`src/rtl/cfvr_pkg.sv`:
```
// ----------------------------------------------------------------------------
// cfvr_pkg
// Types, constants and arithmetic helpers for the cell-to-face resampler.
// ----------------------------------------------------------------------------
package cfvr_pkg;

  localparam int MAX_DIM      = 64;
  localparam int PLANE_DEPTH  = 4096;
  localparam int SW           = 32;                       // sample width
  localparam int SIZE_W       = 7;                        // size register width
  localparam int POS_W        = $clog2(MAX_DIM);
  localparam int ADDR_W       = $clog2(PLANE_DEPTH);
  localparam int STRIDE_W     = $clog2(MAX_DIM * MAX_DIM + 1);
  localparam int ROW_W        = $clog2(MAX_DIM * (MAX_DIM + 1) + MAX_DIM);
  localparam int IDX_W        = 19;
  localparam int CFG_IDX_W    = 2;
  localparam int CFG_W        = 7;
  localparam int EXT_W        = SW + 3;

  localparam logic [1:0] AXIS_X    = 2'd0;
  localparam logic [1:0] AXIS_Y    = 2'd1;
  localparam logic [1:0] AXIS_Z    = 2'd2;
  localparam logic [1:0] AXIS_NONE = 2'd3;

  localparam logic [SIZE_W-1:0] SIZE_MIN   = SIZE_W'(2);
  localparam logic [SIZE_W-1:0] SIZE_MAX   = SIZE_W'(MAX_DIM);
  localparam logic [SIZE_W-1:0] SIZE_RESET = SIZE_W'(64);

  localparam logic signed [EXT_W-1:0] SAT_HI = EXT_W'((64'sd1 <<< (SW - 1)) - 64'sd1);
  localparam logic signed [EXT_W-1:0] SAT_LO = -SAT_HI - EXT_W'(1);

  typedef enum logic [CFG_IDX_W-1:0] {
    REG_AXIS,
    REG_SIZE_X,
    REG_SIZE_Y,
    REG_SIZE_Z
  } cfg_reg_t;

  typedef enum logic [1:0] {
    PH_IDLE,
    PH_FIRST,
    PH_MID,
    PH_LAST
  } phase_t;

  // per-cell control from the sequencer, captured with the request
  typedef struct packed {
    logic                emit;
    logic                first;
    logic                last;
    logic [ROW_W-1:0]    row;
    logic [POS_W-1:0]    fx;
    logic [SIZE_W-1:0]   nx;
    logic [STRIDE_W-1:0] stride;
  } cell_meta_t;

  // one cell's worth of faces, handed to the emitter
  typedef struct packed {
    logic [SW-1:0]       v0;
    logic [SW-1:0]       v1;
    logic [SW-1:0]       v2;
    logic [IDX_W-1:0]    idx;
    logic [STRIDE_W-1:0] stride;
    logic                first;
    logic                last;
  } face_item_t;

  function automatic logic [SIZE_W-1:0] clamp_size(input logic [SIZE_W-1:0] s);
    logic [SIZE_W-1:0] r;
    r = s;
    if (s < SIZE_MIN) r = SIZE_MIN;
    if (s > SIZE_MAX) r = SIZE_MAX;
    return r;
  endfunction

  function automatic logic [SW-1:0] sat_q(input logic signed [EXT_W-1:0] v);
    logic signed [EXT_W-1:0] r;
    r = v;
    if (v > SAT_HI) r = SAT_HI;
    if (v < SAT_LO) r = SAT_LO;
    return SW'(r);
  endfunction

  // floor((a + b) / 2)
  function automatic logic [SW-1:0] face_mean(input logic signed [SW-1:0] a,
                                              input logic signed [SW-1:0] b);
    logic signed [EXT_W-1:0] t;
    t = EXT_W'(a) + EXT_W'(b);
    return sat_q(t >>> 1);
  endfunction

  // floor((5*near - inner) / 4) = near + 0.25*(near - inner), saturated
  function automatic logic [SW-1:0] face_extrap(input logic signed [SW-1:0] near,
                                                input logic signed [SW-1:0] inner);
    logic signed [EXT_W-1:0] n;
    logic signed [EXT_W-1:0] t;
    n = EXT_W'(near);
    t = (n <<< 2) + n - EXT_W'(inner);
    return sat_q(t >>> 2);
  endfunction

endpackage

```
`src/rtl/cfvr_if.sv`:
```


interface cfvr_face_if import cfvr_pkg::*; ();
  logic                 valid;
  logic                 ready;
  logic signed [SW-1:0] face_value;
  logic [IDX_W-1:0]     face_index;
  logic                 run_last;

  modport source (output valid, output face_value, output face_index, output run_last,
                  input ready);
  modport sink   (input valid, input face_value, input face_index, input run_last,
                  output ready);
endinterface

```
`src/rtl/cfvr_emit.sv`:
```
// ----------------------------------------------------------------------------
// cfvr_emit
// Serializes up to three faces per cell into the output register.
// ----------------------------------------------------------------------------
module cfvr_emit import cfvr_pkg::*; (
  input  logic          clk,
  input  logic          rst,
  input  logic          load,
  input  face_item_t    item_in,
  output logic          take,
  cfvr_face_if.source   face
);

  phase_t     phase, phase_next;
  face_item_t item;

  logic                 out_open;
  logic                 emit_now;
  logic                 final_now;
  logic signed [SW-1:0] sel_value;
  logic [IDX_W-1:0]     sel_index;

  assign out_open = !face.valid || face.ready;

  always_comb begin
    phase_next = phase;
    unique case (phase)
      PH_IDLE: begin
        if (load) phase_next = item_in.first ? PH_FIRST : PH_MID;
      end
      PH_FIRST: begin
        if (out_open) phase_next = PH_MID;
      end
      PH_MID: begin
        if (out_open) begin
          if (item.last)    phase_next = PH_LAST;
          else if (load)    phase_next = item_in.first ? PH_FIRST : PH_MID;
          else              phase_next = PH_IDLE;
        end
      end
      PH_LAST: begin
        if (out_open) phase_next = load ? (item_in.first ? PH_FIRST : PH_MID) : PH_IDLE;
      end
    endcase
  end

  always_comb begin
    emit_now  = (phase != PH_IDLE) && out_open;
    final_now = emit_now && ((phase == PH_LAST) || ((phase == PH_MID) && !item.last));
    take      = (phase == PH_IDLE) || final_now;
    unique case (phase)
      PH_FIRST: begin
        sel_value = item.v0;
        sel_index = item.idx - IDX_W'(item.stride);
      end
      PH_LAST: begin
        sel_value = item.v2;
        sel_index = item.idx + IDX_W'(item.stride);
      end
      default: begin
        sel_value = item.v1;
        sel_index = item.idx;
      end
    endcase
  end

  always_ff @(posedge clk) begin
    if (rst) begin
      phase      <= PH_IDLE;
      face.valid <= 1'b0;
    end else begin
      phase <= phase_next;
      if (emit_now)        face.valid <= 1'b1;
      else if (face.ready) face.valid <= 1'b0;
    end
  end

  always_ff @(posedge clk) begin
    if (load) item <= item_in;
    if (emit_now) begin
      face.face_value <= sel_value;
      face.face_index <= sel_index;
      face.run_last   <= final_now;
    end
  end

endmodule

```
`src/flat_wrapper.sv`:
```
// flat-port wrapper written by rule: the top's interface ports become plain ports
module cfvr_emit_flat import cfvr_pkg::*;
  (clk, rst, load, item_in, take, face_valid, face_face_value, face_face_index, face_run_last, face_ready);
  cfvr_face_if face_i ();
  input  logic clk;
  input  logic rst;
  input  logic load;
  input  face_item_t item_in;
  output logic take;
  output wire logic [$bits(face_i.valid)-1:0] face_valid;
  output wire logic [$bits(face_i.face_value)-1:0] face_face_value;
  output wire logic [$bits(face_i.face_index)-1:0] face_face_index;
  output wire logic [$bits(face_i.run_last)-1:0] face_run_last;
  input wire logic [$bits(face_i.ready)-1:0] face_ready;
  assign face_valid = face_i.valid;
  assign face_face_value = face_i.face_value;
  assign face_face_index = face_i.face_index;
  assign face_run_last = face_i.run_last;
  assign face_i.ready = face_ready;
  cfvr_emit u_core (.clk(clk), .rst(rst), .load(load), .item_in(item_in), .take(take), .face(face_i));
endmodule
```
`config.mk`:
```
export PLATFORM = sky130hd
export DESIGN_NAME = cfvr_emit_flat
export DESIGN_NICKNAME = d
export VERILOG_FILES = /design/src/rtl/cfvr_pkg.sv /design/src/rtl/cfvr_if.sv /design/src/rtl/cfvr_emit.sv /design/src/flat_wrapper.sv
export SDC_FILE = /design/constraint.sdc
export NUM_CORES = 1
export LEC_CHECK = 0
export BUFFER_PORTS_ARGS = -buffer_cell sky130_fd_sc_hd__buf_4
export CAP_MARGIN = 5
export CORE_MARGIN = 4
export CORE_UTILIZATION = 52
export CTS_CLUSTER_DIAMETER = 80
export CTS_CLUSTER_SIZE = 8
export DETAILED_ROUTE_END_ITERATION = 10
export PLACE_DENSITY = 0.78
export SYNTH_ARGS = -nofsm -noshare
export SYNTH_HDL_FRONTEND = slang
export SYNTH_SLANG_ARGS = --single-unit
```
`constraint.sdc`:
```
create_clock -name clk -period 6.6 [get_ports clk]
set_clock_uncertainty 0.15 [all_clocks]
set_input_delay 0.66 -clock clk [delete_from_list [all_inputs] [get_ports clk]]
set_output_delay 0.66 -clock clk [all_outputs]
set_load 0.01 [all_outputs]
```
==> results by group <==
Place
  • RD Place Congestion: 0.9037
  • Port Buffers: 187
  • Dpl hpwl: 10.97 mm

Clocking
  • TritonCTS Sinks: 184
  • Clock-pin slew on the worst setup and hold paths: 0.07 ns
  • Resized Gates After CTS: 0
  • Num CTS Buffers: 17
  • H-tree depth: 4
  • CTS Buffer Depth: 2
  • Root Buffer Master: clkbuf_16
  • Clock Latency Late Sink: about 0.43 ns
  • Postcts setup bufs: 0
  • CTS tree: built
  • Cts hold-fix bufs: 0

Setup path
  • WP data arrival: 4.18 ns
  • Startpoint types: flip-flop
  • Reg2Reg Setup Slack: roughly 2.4 ns
  • Worst EP required: 6.62 ns
  • Worst-path fanout max: 93
  • Crit. End Element: flip-flop
  • Setup CP Type: reg -> reg

STA
  • Slew Viols, Final: 0
  • Final Hold Viols: 0
  • Pin slew with the least headroom to its limit: 0.9783 ns
  • Final min period: 4.158 ns
  • Tcrit/Tclk final: 0.6300
  • Endpoints failing setup: 0
  • Worst slew margin: 0.3478
  • Total negative slack: 0 ns
  • Fmax: 240.5 MHz
  • RSZ-0062 raised after global routing: false

Logic synthesis
  • EDFF count, synth: 181
  • Syn Nets: 655
  • Synth warn: 0
  • Post-synthesis area per instance: 15.26 um2
  • Xor-xnor portion of the synthesized cell area: 0.02755
  • Main area contributors after synthesis: edfxtp_1, mux2i_1, a21oi_1
  • Ys flop type: edfxtp_1
  • Area leader, netlist: edfxtp_1
  • Seq cells post-synth: 184
  • Asr flop ratio synth: 0
  • Mapped Area: 7629 um2
  • Mux cell area share after synthesis: 0.06101
  • Sequential cell area fraction in the yosys report: 0.7204
  • Largest family of logic cells by synthesized area: compound AO/OA/AOI/OAI gates
  • Post-synthesis adder-cell area fraction: 0.03543
  • Cells after synthesis: 500
  • Post-Synth Simple-Gate Area: 0.06413
  • Synth cell types: 50
  • Compound-Gate Fraction of Synth Area: 0.08037
  • Yosys top cell area share: 0.7125

Final layout
  • Syn-to-layout area delta: 28.72%
  • Nets@finish: 850
  • Commonest non-fill, non-tap cell in the layout: buf_4
  • Commonest non-fill, non-tap cells in the layout: buf_4, edfxtp_1, a21oi_1, nor2_1, mux2i_1
  • Antenna cells: 0
  • Layout cell share with drive strength beyond 1: 0.3475
  • Util after Layout: 0.6782

Routing
  • 1st-iter DRT viols: 374
  • Vias per cell: 5.284
  • DRC Markers: 0
  • Via Count: 4713
  • Total iterations of the first detailed-routing run: 6
  • Routed Antenna Nets: 0
  • WL final: ~16 mm
  • Average routed wire per standard cell: 17.59 um

Die
  • Row Count: 44
  • Ports: 188
  • Die Wd: 129.1 um
  • Starting Density: 0.5269
  • Total core area: 14480 um2
  • Die Ht: 129.1 um
  • DIE AREA: 16670 um2

Pwr
  • LEAKAGE: roughly 3.8 nW
  • Pwr Density: 319.6 nW/um2
  • Max IR drop VDD: 0.0002097 V

GRT
  • Remaining Overflow, GRT: 0
  • Overall Global Routing Usage: 0.1883
  • Initial antenna violation count: 0
  • Pin count of the biggest net entering global routing: 94
  • Vias in the first global route: 4822
  • First-pass GRT wire length: 23.83 mm

Job
  • Max-cap viol count: 0

Min path
  • Min-delay worst type: in -> reg

Run status
  • Outcome: complete, no violations
==> routing by layer <==
layer,global-route usage,vias to the layer above,routed length [um]
li1,-,2299,-
met1,0.2155,2221,5823
met2,0.3198,168,8217
met3,0.06925,25,1246
met4,0.07968,0,401
met5,0,-,0
==> path summary, 6_finish.rpt <==
path                                start                              endpoint  cells past startpoint
max          u_core.phase[0]$_SDFFE_PP0P_  u_core.face.face_index[15]$_DFFE_PP_                      9
max reg2reg  u_core.phase[0]$_SDFFE_PP0P_  u_core.face.face_index[15]$_DFFE_PP_                      9
min reg2reg     u_core.item[80]$_DFFE_PP_  u_core.face.face_value[14]$_DFFE_PP_                      2
min                           item_in[93]             u_core.item[93]$_DFFE_PP_                      1
==> sequential cells by signal (all words and copies together) (netlist names) <==
signal / cells
u_core.item: 129
u_core.face.face_value: 32
u_core.face.face_index: 19
u_core.phase: 2
u_core.face.run_last: 1
u_core.face.valid: 1
==> critical path: stages (launching register included) <==
cell,delay (ns)
dfxtp_4,0.98
nand2_1,0.38
o21ai_0,0.43
ha_1,0.34
a211oi_2,0.31
nor4_1,0.14
o41ai_1,0.54
o21ai_1,0.18
xor2_1,0.16
mux2_2,0.27
==> synthesized netlist by cell type, types with 3 or more instances <==
library cell	n
nand2b_1	7
clkbuf_1	9
nor2_1	47
edfxtp_1	181
nor3_1	6
o41ai_1	3
o211ai_1	3
mux2i_1	33
a21oi_1	59
xor2_1	11
nor2b_1	3
nand3_1	6
inv_1	6
a211oi_1	3
nor4_1	3
dfxtp_1	3
o21bai_1	3
nand2_1	21
xnor2_1	13
ha_1	20
a21o_1	4
o21ai_0	6
buf_1	4
mux2_2	12
o21ai_1	4
==> through the flow <==
stage / power, mW / hold WS (ns) / instance area, um2 / worst slack [ns] / cells
2_1_floorplan: 1.911 / 0.3820 / 7629 / 3.045 / 500
3_3_place_gp: 2.172 / 0.3987 / 9246 / 2.580 / 860
3_5_place_dp: 2.193 / 0.4061 / 9246 / 2.476 / 860
4_1_cts: 3.168 / 0.2337 / 9819 / 2.444 / 892
5_1_grt: 3.285 / 0.2312 / 9819 / 2.180 / 892
6_report: 3.138 / 0.2543 / 9819 / 2.442 / 892
==> report_power, final <==
part / total (mW) / internal, mW / switching (mW)
Combinational: 0.608 / 0.295 / 0.313
Clock: 0.972 / 0.530 / 0.441
Sequential: 1.56 / 1.47 / 0.0856
==> layout make-up <==
class / instances / area [um2]
flip-flops and latches: 184 / 5500
clock inverters: 14 / 143.9
clock buffers: 18 / 429.2
well taps: 184 / 230.2
fillers: 1005 / 4659
repair buffers: 191 / 1434
inverters: 7 / 26.28
multi-input cells: 294 / 2056
==> kinds of logic after synthesis <==
group,count (synthesis)
AO/OA/AOI/OAI,100
XOR/XNOR,24
adder cells (fa/ha/maj),21
buffers and inverters,22
flip-flops,184
multiplexers,45
AND/OR/NAND/NOR,104
Note: power is estimated with default switching activity, not from simulation.
