<file path="config.mk">
export PLATFORM = sky130hd
export DESIGN_NAME = cfvr_seq
export DESIGN_NICKNAME = d
export VERILOG_FILES = /design/src/rtl/cfvr_pkg.sv /design/src/rtl/cfvr_seq.sv
export SDC_FILE = /design/constraint.sdc
export NUM_CORES = 1
export LEC_CHECK = 0
export ABC_AREA = 1
export BUFFER_PORTS_ARGS = -buffer_cell sky130_fd_sc_hd__buf_4
export CORE_ASPECT_RATIO = 2
export CORE_MARGIN = 3
export CORE_UTILIZATION = 45
export DETAILED_ROUTE_END_ITERATION = 7
export PLACE_DENSITY = 0.71
export SETUP_SLACK_MARGIN = 0.1
export SKIP_CTS_REPAIR_TIMING = 1
export SLEW_MARGIN = 20
export SYNTH_ARGS = -nofsm -noshare
export SYNTH_HDL_FRONTEND = slang
export SYNTH_SLANG_ARGS = --single-unit
</file>
<file path="constraint.sdc">
create_clock -name clk -period 15 [get_ports clk]
set_input_delay 0.75 -clock clk [delete_from_list [all_inputs] [get_ports clk]]
set_output_delay 0.75 -clock clk [all_outputs]
set_load 0.01 [all_outputs]
</file>
<file path="src/rtl/cfvr_pkg.sv">
// ----------------------------------------------------------------------------
// cfvr_pkg
// Types, constants and arithmetic helpers for the cell-to-face resampler.
// ----------------------------------------------------------------------------
package cfvr_pkg;

  localparam int MAX_DIM      = 64;
  localparam int PLANE_DEPTH  = 4096;
  localparam int SW           = 32;                       // sample width
  localparam int SIZE_W       = 7;                        // size register width
  localparam int POS_W        = $clog2(MAX_DIM);
  localparam int ADDR_W       = $clog2(PLANE_DEPTH);
  localparam int STRIDE_W     = $clog2(MAX_DIM * MAX_DIM + 1);
  localparam int ROW_W        = $clog2(MAX_DIM * (MAX_DIM + 1) + MAX_DIM);
  localparam int IDX_W        = 19;
  localparam int CFG_IDX_W    = 2;
  localparam int CFG_W        = 7;
  localparam int EXT_W        = SW + 3;

  localparam logic [1:0] AXIS_X    = 2'd0;
  localparam logic [1:0] AXIS_Y    = 2'd1;
  localparam logic [1:0] AXIS_Z    = 2'd2;
  localparam logic [1:0] AXIS_NONE = 2'd3;

  localparam logic [SIZE_W-1:0] SIZE_MIN   = SIZE_W'(2);
  localparam logic [SIZE_W-1:0] SIZE_MAX   = SIZE_W'(MAX_DIM);
  localparam logic [SIZE_W-1:0] SIZE_RESET = SIZE_W'(64);

  localparam logic signed [EXT_W-1:0] SAT_HI = EXT_W'((64'sd1 <<< (SW - 1)) - 64'sd1);
  localparam logic signed [EXT_W-1:0] SAT_LO = -SAT_HI - EXT_W'(1);

  typedef enum logic [CFG_IDX_W-1:0] {
    REG_AXIS,
    REG_SIZE_X,
    REG_SIZE_Y,
    REG_SIZE_Z
  } cfg_reg_t;

  typedef enum logic [1:0] {
    PH_IDLE,
    PH_FIRST,
    PH_MID,
    PH_LAST
  } phase_t;

  // per-cell control from the sequencer, captured with the request
  typedef struct packed {
    logic                emit;
    logic                first;
    logic                last;
    logic [ROW_W-1:0]    row;
    logic [POS_W-1:0]    fx;
    logic [SIZE_W-1:0]   nx;
    logic [STRIDE_W-1:0] stride;
  } cell_meta_t;

  // one cell's worth of faces, handed to the emitter
  typedef struct packed {
    logic [SW-1:0]       v0;
    logic [SW-1:0]       v1;
    logic [SW-1:0]       v2;
    logic [IDX_W-1:0]    idx;
    logic [STRIDE_W-1:0] stride;
    logic                first;
    logic                last;
  } face_item_t;

  function automatic logic [SIZE_W-1:0] clamp_size(input logic [SIZE_W-1:0] s);
    logic [SIZE_W-1:0] r;
    r = s;
    if (s < SIZE_MIN) r = SIZE_MIN;
    if (s > SIZE_MAX) r = SIZE_MAX;
    return r;
  endfunction

  function automatic logic [SW-1:0] sat_q(input logic signed [EXT_W-1:0] v);
    logic signed [EXT_W-1:0] r;
    r = v;
    if (v > SAT_HI) r = SAT_HI;
    if (v < SAT_LO) r = SAT_LO;
    return SW'(r);
  endfunction

  // floor((a + b) / 2)
  function automatic logic [SW-1:0] face_mean(input logic signed [SW-1:0] a,
                                              input logic signed [SW-1:0] b);
    logic signed [EXT_W-1:0] t;
    t = EXT_W'(a) + EXT_W'(b);
    return sat_q(t >>> 1);
  endfunction

  // floor((5*near - inner) / 4) = near + 0.25*(near - inner), saturated
  function automatic logic [SW-1:0] face_extrap(input logic signed [SW-1:0] near,
                                                input logic signed [SW-1:0] inner);
    logic signed [EXT_W-1:0] n;
    logic signed [EXT_W-1:0] t;
    n = EXT_W'(near);
    t = (n <<< 2) + n - EXT_W'(inner);
    return sat_q(t >>> 2);
  endfunction

endpackage

</file>
<file path="src/rtl/cfvr_seq.sv">
// ----------------------------------------------------------------------------
// cfvr_seq
// Configuration registers, raster position tracking and history addressing.
// ----------------------------------------------------------------------------
module cfvr_seq import cfvr_pkg::*; (
  input  logic                 clk,
  input  logic                 rst,
  input  logic                 cfg_we,
  input  logic [CFG_IDX_W-1:0] cfg_index,
  input  logic [CFG_W-1:0]     cfg_data,
  input  logic                 advance,
  output cell_meta_t           meta,
  output logic [ADDR_W-1:0]    raddr,
  output logic [ADDR_W-1:0]    waddr
);

  logic [1:0]        axis;
  logic [SIZE_W-1:0] size_x, size_y, size_z;
  logic [POS_W-1:0]  pos_x, pos_y, pos_z;
  logic [ADDR_W-1:0] ptr;

  logic [SIZE_W-1:0]   sx, sy, sz, nx, ny, n, p;
  logic [STRIDE_W-1:0] delay;
  logic                wrap_x, wrap_y, wrap_z;

  assign sx = clamp_size(size_x);
  assign sy = clamp_size(size_y);
  assign sz = clamp_size(size_z);

  assign nx = (axis == AXIS_X) ? sx + SIZE_W'(1) : sx;
  assign ny = (axis == AXIS_Y) ? sy + SIZE_W'(1) : sy;

  always_comb begin
    unique case (axis)
      AXIS_X: begin
        n     = sx;
        p     = SIZE_W'(pos_x);
        delay = STRIDE_W'(1);
      end
      AXIS_Y: begin
        n     = sy;
        p     = SIZE_W'(pos_y);
        delay = STRIDE_W'(sx);
      end
      default: begin
        // z, and the no-output code, delay by a plane
        n     = sz;
        p     = SIZE_W'(pos_z);
        delay = STRIDE_W'(STRIDE_W'(sx) * STRIDE_W'(sy));
      end
    endcase
  end

  always_comb begin
    meta.emit   = (axis != AXIS_NONE) && (p != '0);
    meta.first  = (p == SIZE_W'(1));
    meta.last   = (p == n - SIZE_W'(1));
    meta.row    = ROW_W'(pos_z) * ROW_W'(ny) + ROW_W'(pos_y);
    meta.fx     = pos_x;
    meta.nx     = nx;
    meta.stride = delay;
  end

  // a full plane of delay wraps to the entry being overwritten (read-first)
  assign raddr = ptr - ADDR_W'(delay);
  assign waddr = ptr;

  assign wrap_x = (SIZE_W'(pos_x) + SIZE_W'(1)) == sx;
  assign wrap_y = (SIZE_W'(pos_y) + SIZE_W'(1)) == sy;
  assign wrap_z = (SIZE_W'(pos_z) + SIZE_W'(1)) == sz;

  always_ff @(posedge clk) begin
    if (rst) begin
      axis   <= AXIS_X;
      size_x <= SIZE_RESET;
      size_y <= SIZE_RESET;
      size_z <= SIZE_RESET;
      pos_x  <= '0;
      pos_y  <= '0;
      pos_z  <= '0;
      ptr    <= '0;
    end else if (cfg_we) begin
      unique case (cfg_index)
        REG_AXIS:   axis   <= cfg_data[1:0];
        REG_SIZE_X: size_x <= cfg_data;
        REG_SIZE_Y: size_y <= cfg_data;
        REG_SIZE_Z: size_z <= cfg_data;
      endcase
      // any write restarts the grid
      pos_x <= '0;
      pos_y <= '0;
      pos_z <= '0;
      ptr   <= '0;
    end else if (advance) begin
      ptr <= ptr + ADDR_W'(1);
      if (wrap_x) begin
        pos_x <= '0;
        if (wrap_y) begin
          pos_y <= '0;
          pos_z <= wrap_z ? '0 : pos_z + POS_W'(1);
        end else begin
          pos_y <= pos_y + POS_W'(1);
        end
      end else begin
        pos_x <= pos_x + POS_W'(1);
      end
    end
  end

endmodule

</file>
==> flow_summary.ini, run 1 <==
[status]
outcome = finished, final reports clean

[floorplanning]
io_pins = 79
core_um2 = 15900
dieArea_um2 = 18100
dieHeight_um = 187
start_util = 0.465
num_rows = 65
chipWidth_um = 96.7

[cts]
cts_tree = yes
h-tree-depth = 2
numCtsBuffers = 5
root_buffer = clkbuf_16
cts_num_sinks = 53
cts_buffer_depth = 2
clock_latency_ps = 310
clk_pin_slew_worst_paths_ps = 60

[grt]
grt_pass1_vias = 7747
grt_overflow_total = 0
grt_max_degree = 23
grt_pass1_wl_mm = 38.5
track_usage = 0.265
grt_antenna_before_repair = 0

[yosys]
synth_nets = 1270
synth_top_cell_area_share = 0.143
synth_cell_type_count = 44
synth-async-reset-ratio = 0
synth-seq-area-share = 0.143
syn_avg_cell_area_um2 = 6.57
yosysMostFrequentCell = nand2_1
synthTopCellsByArea = dfxtp_1, ha_1, fa_1
synth_edf_count = 0
yosys_register_bits = 53
synth.yosys.warnings = 0
ys.flop_type = dfxtp_1
syn_inst = 1127
yosys-top-cells-count = nand2_1, nor2_1, inv_1
yosysTopAreaCell = dfxtp_1
syn_area_um2 = 7410

[layout]
regArea_um2 = 1060
fill_cells = 1665
drive_gt1_frac = 0.0991
multi_input_area_um2 = 5560
area_growth_pct = 11.7
finalNetCount = 1333
diodes = 0
finalInstanceArea_um2 = 8270

[sta]
max_slew_margin = 0.509
slew_viol_final = 0
rsz0062_at_grt = no
setup-violations-final = 0
clock_skew_ps = 7.49
setup_slack_ps = 7600
final.hold.worst_slack_ps = 483
tightest_slew_ps = 730
period_needed_ps = 7400
period_share = 0.493
fin_tns_setup_ps = 0
hold_viol_final = 0
fmax_ghz = 0.135

[placement]
placed_area_um2 = 8120
dp_slack_ps = 7900
gp_congestion = 0.990
hpwlAfterDp_mm = 19.7
port_buffers = 78

[critical_path]
cp_num_buf_inv = 7
required_ps = 14250
rr_endpoint = pos_z[1]$_SDFFE_PP0P_
crit_path_end_kind = output pin
worst-r2r-cell-count = 11
crit_fanout = 11
cpMaxStageDelayCell = fa_1
worstPathArrival_ps = 6650
r2r_setup_slack_ps = 12370
cp-start-kind = register
crit_type = register to output pin
crit_family = adder cells
critPathMaxStageDelay_ps = 560
crit_top_cell = inv_1
rr_startpoint = pos_x[0]$_SDFFE_PP0P_

[hold_path]
hold_path.class = register to register
hold_depth = 2
hold_path_startpoint = size_y[1]$_SDFFE_PP0P_
hold-path-endpoint = size_y[1]$_SDFFE_PP0P_

[detailed_routing]
post_drt_wl_per_cell_um = 17.0
drc = 0
vias = 7685
wirelength_mm = 23.7
antenna_left = 0
drt_pass1_iterations = 5
viasPerCell = 5.52
drt_iter0_drc = 438

[power]
total_power_uw = 398
pwr_density_cell_nw_per_um2 = 48.2
ir_drop_mv = 0.0448
p_leak_nw = 4.57

[job]
cap_violations = 0
placed cells by master, fill, tap and decap left out, types with 5 or more instances in the layout:
master     synthesis  routed
nor3_1            12      12
nand2_1          253     253
clkbuf_16          0       5
o21ai_0           48      48
nand3_1           67      67
ha_1              82      82
xor2_1            30      30
nand4_1           17      17
dfxtp_1           53      53
nor2_1           188     188
a21oi_1           59      59
buf_4              5      81
inv_1            164     164
fa_1              48      48
nor4_1             5       5
nand2_2            9       9
xnor2_1            9       9
stage by stage:
step / std cells / util
after floorplan: 1127 / -
after global placement: 1384 / 0.509
after detailed placement: 1384 / 0.509
after CTS: 1392 / 0.519
after global routing: 1392 / 0.519
final: 1392 / 0.519
kinds of logic (layout without fill, tap and decap cells):
family | Yosys count | count (layout) | share of synthesized area
and+or+nand+nor | 572 | 572 | 0.332
xor gates and xnor gates | 40 | 40 | 0.0491
adders and majority gates | 130 | 130 | 0.268
buffers and inverters | 196 | 260 | 0.107
DFF | 53 | 53 | 0.143
AOI/OAI and AO/OA | 136 | 136 | 0.101
cell type report:
type | instances | area share
multi-input cells | 878 | 0.672
clock inverters | 2 | 0.00166
inverters | 171 | 0.0776
clock buffers | 6 | 0.0168
well taps | 201 | 0.0304
repair buffers | 81 | 0.0735
flip-flops and latches | 53 | 0.128
power by group:
| group | total, mW | leakage, nW | internal, mW | switching (mW) |
|---|---|---|---|---|
| combinational | 0.126 | 4.06 | 0.0448 | 0.0808 |
| clock | 0.123 | 0.0768 | 0.0666 | 0.0562 |
| sequential | 0.150 | 0.430 | 0.144 | 0.00591 |
| total | 0.398 | 4.57 | 0.256 | 0.143 |
worst max path at each step:
stage                                      start   endpoint  slack [ps]  depth (start not counted)
after floorplan           size_x[2]$_SDFFE_PP0P_  raddr[11]        8500                         30
after global placement    size_x[2]$_SDFFE_PP0P_  raddr[11]        8070                         29
after detailed placement  size_x[4]$_SDFFE_PP0P_  raddr[11]        7900                         29
after CTS                 size_x[4]$_SDFFE_PP0P_  raddr[11]        7560                         29
after global routing      size_x[2]$_SDFFE_PP0P_  raddr[11]        7120                         29
final                     size_x[4]$_SDFFE_PP0P_  raddr[11]        7600                         29
flip-flops by register name, indices dropped and copies added (netlist names):
register  cells
axis          2
pos_x         6
pos_y         6
pos_z         6
size_x        7
size_y        7
size_z        7
waddr        12
per-layer routing:
metal | global-route usage | vias up | part of all wire
li1 | - | 3715 | -
met4 | 0.203 | 0 | 0.086
met1 | 0.245 | 3598 | 0.33
met2 | 0.516 | 264 | 0.55
met3 | 0.0265 | 108 | 0.038
met5 | 0 | - | 0
worst min-delay path: cells and delay by family (launching register included):
kind / cells / cell delay, ps
compound gates: 1 / 60
buf+inv: 1 / 70
flops: 1 / 310
(Power assumes the default switching activity.)
==> run 2, diff against run 1 <==
==> constraint.sdc (replaced) <==
create_clock -name clk -period 6.85 [get_ports clk]
set_input_delay 0.3425 -clock clk [delete_from_list [all_inputs] [get_ports clk]]
set_output_delay 0.3425 -clock clk [all_outputs]
set_load 0.01 [all_outputs]
==> flow_summary.ini, run 2 (synthesized netlist as in run 1, its figures left out) <==
[status]
outcome = finished, final reports clean

[sta]
fmax_ghz = 0.155
period_needed_ps = 6430
clock_skew_ps = 6.91
tightest_slew_ps = 690
final.hold.worst_slack_ps = 260
rsz0062_at_grt = yes
fin_tns_setup_ps = 0
max_slew_margin = 0.536
hold_viol_final = 0
period_share = 0.939
setup-violations-final = 0
slew_viol_final = 0

[critical_path]
cpMaxStageDelayCell = fa_1
crit_top_cell = inv_1
rr_endpoint = pos_z[1]$_SDFFE_PP0P_
worstPathArrival_ps = 6090
crit_type = register to output pin
crit_path_end_kind = output pin
required_ps = 6510
crit_family = adder cells
worst-r2r-cell-count = 11
crit_fanout = 8
r2r_setup_slack_ps = 4240
cp_num_buf_inv = 7
rr_startpoint = pos_x[0]$_SDFFE_PP0P_
critPathMaxStageDelay_ps = 560
cp-start-kind = register

[job]
cap_violations = 0

[hold_path]
hold_depth = 3
hold_path.class = input port to register
hold_path_startpoint = rst
hold-path-endpoint = size_z[6]$_SDFFE_PP1P_

[cts]
cts_buffer_depth = 2
h-tree-depth = 2
cts_tree = yes
clock_latency_ps = 310
numCtsBuffers = 5
cts_num_sinks = 53
clk_pin_slew_worst_paths_ps = 70
root_buffer = clkbuf_16

[detailed_routing]
post_drt_wl_per_cell_um = 17.6
vias = 7772
antenna_left = 0
wirelength_mm = 24.7
drt_pass1_iterations = 5
viasPerCell = 5.54
drc = 0
drt_iter0_drc = 427

[floorplanning]
start_util = 0.465
dieArea_um2 = 18100
dieHeight_um = 187
chipWidth_um = 96.7
core_um2 = 15900
io_pins = 79
num_rows = 65

[grt]
grt_max_degree = 23
busiest_layer = met2
grt_pass1_vias = 7859
met2_usage = 0.535
grt_antenna_before_repair = 0
grt_util_met3 = 0.0265
grt_overflow_total = 0
track_usage = 0.271
grt.met1_usage = 0.244
grt_pass1_wl_mm = 39.0

[power]
p_leak_nw = 4.65
pwr_density_cell_nw_per_um2 = 110
total_power_uw = 930
ir_drop_mv = 0.0892

[placement]
gp_congestion = 1.03
placed_cells = 1393
port_buffers = 78
hpwlAfterDp_mm = 20.5

[layout]
instances_no_fill = 1404
finalNetCount = 1345
drive_gt1_frac = 0.120
area_growth_pct = 14.0
final_cell_mix = nand2_1, nor2_1, inv_1
diodes = 0
layout_commonest_cell = nand2_1
largest_reg_flops = 12
[run 2: cell type report]
class,count,area [µm²]
Inverter,171,642
Clock inverter,2,37.5
Sequential cell,53,1070
Fill cell,1664,7490
Timing Repair Buffer,92,691
Tap cell,201,251
Multi-Input combinational cell,879,5620
Clock buffer,6,139
[run 2: layer usage]
metal  part of all wire  vias up
met4              0.084        0
met3              0.037      131
met2               0.56      276
met1               0.32     3621
met5                  0        -
li1                   -     3744
[run 2: worst max-delay path by stage]
| stage | start | end | slack (ps) | cells past startpoint |
|---|---|---|---|---|
| after floorplan | size_x[2]$_SDFFE_PP0P_ | raddr[11] | 760 | 30 |
| after global placement | size_y[2]$_SDFFE_PP0P_ | raddr[11] | 550 | 29 |
| after detailed placement | size_y[2]$_SDFFE_PP0P_ | raddr[11] | 480 | 29 |
| after CTS | size_y[2]$_SDFFE_PP0P_ | raddr[11] | 120 | 29 |
| after global routing | size_y[2]$_SDFFE_PP0P_ | raddr[11] | 6 | 29 |
| final | size_y[1]$_SDFFE_PP0P_ | raddr[11] | 420 | 29 |
[run 2: metrics by stage]
stage           util  setup WS, ps  area, µm²
6_report       0.530           415       8450
3_3_place_gp   0.514           545       8190
4_1_cts        0.525           124       8370
3_5_place_dp   0.514           475       8190
2_1_floorplan      -           757       7410
5_1_grt        0.530          6.45       8450
[run 2: worst reg2reg max path, stage by stage, from the launching register on]
cell,delay (ps)
dfxtp_1,570
ha_1,280
xor2_1,460
nand3_1,210
nand2_1,110
nand2_1,50
nor2_1,120
nand2_1,110
nor2_1,340
nand3_1,120
nand2_1,90
nor2_1,40
[run 2: where the power goes]
group	switching [mW]	total [mW]	leakage (nW)	internal, mW
combinational	0.186	0.290	4.13	0.105
clock	0.128	0.310	0.0831	0.183
sequential	0.0129	0.329	0.432	0.316
total	0.326	0.930	4.65	0.604
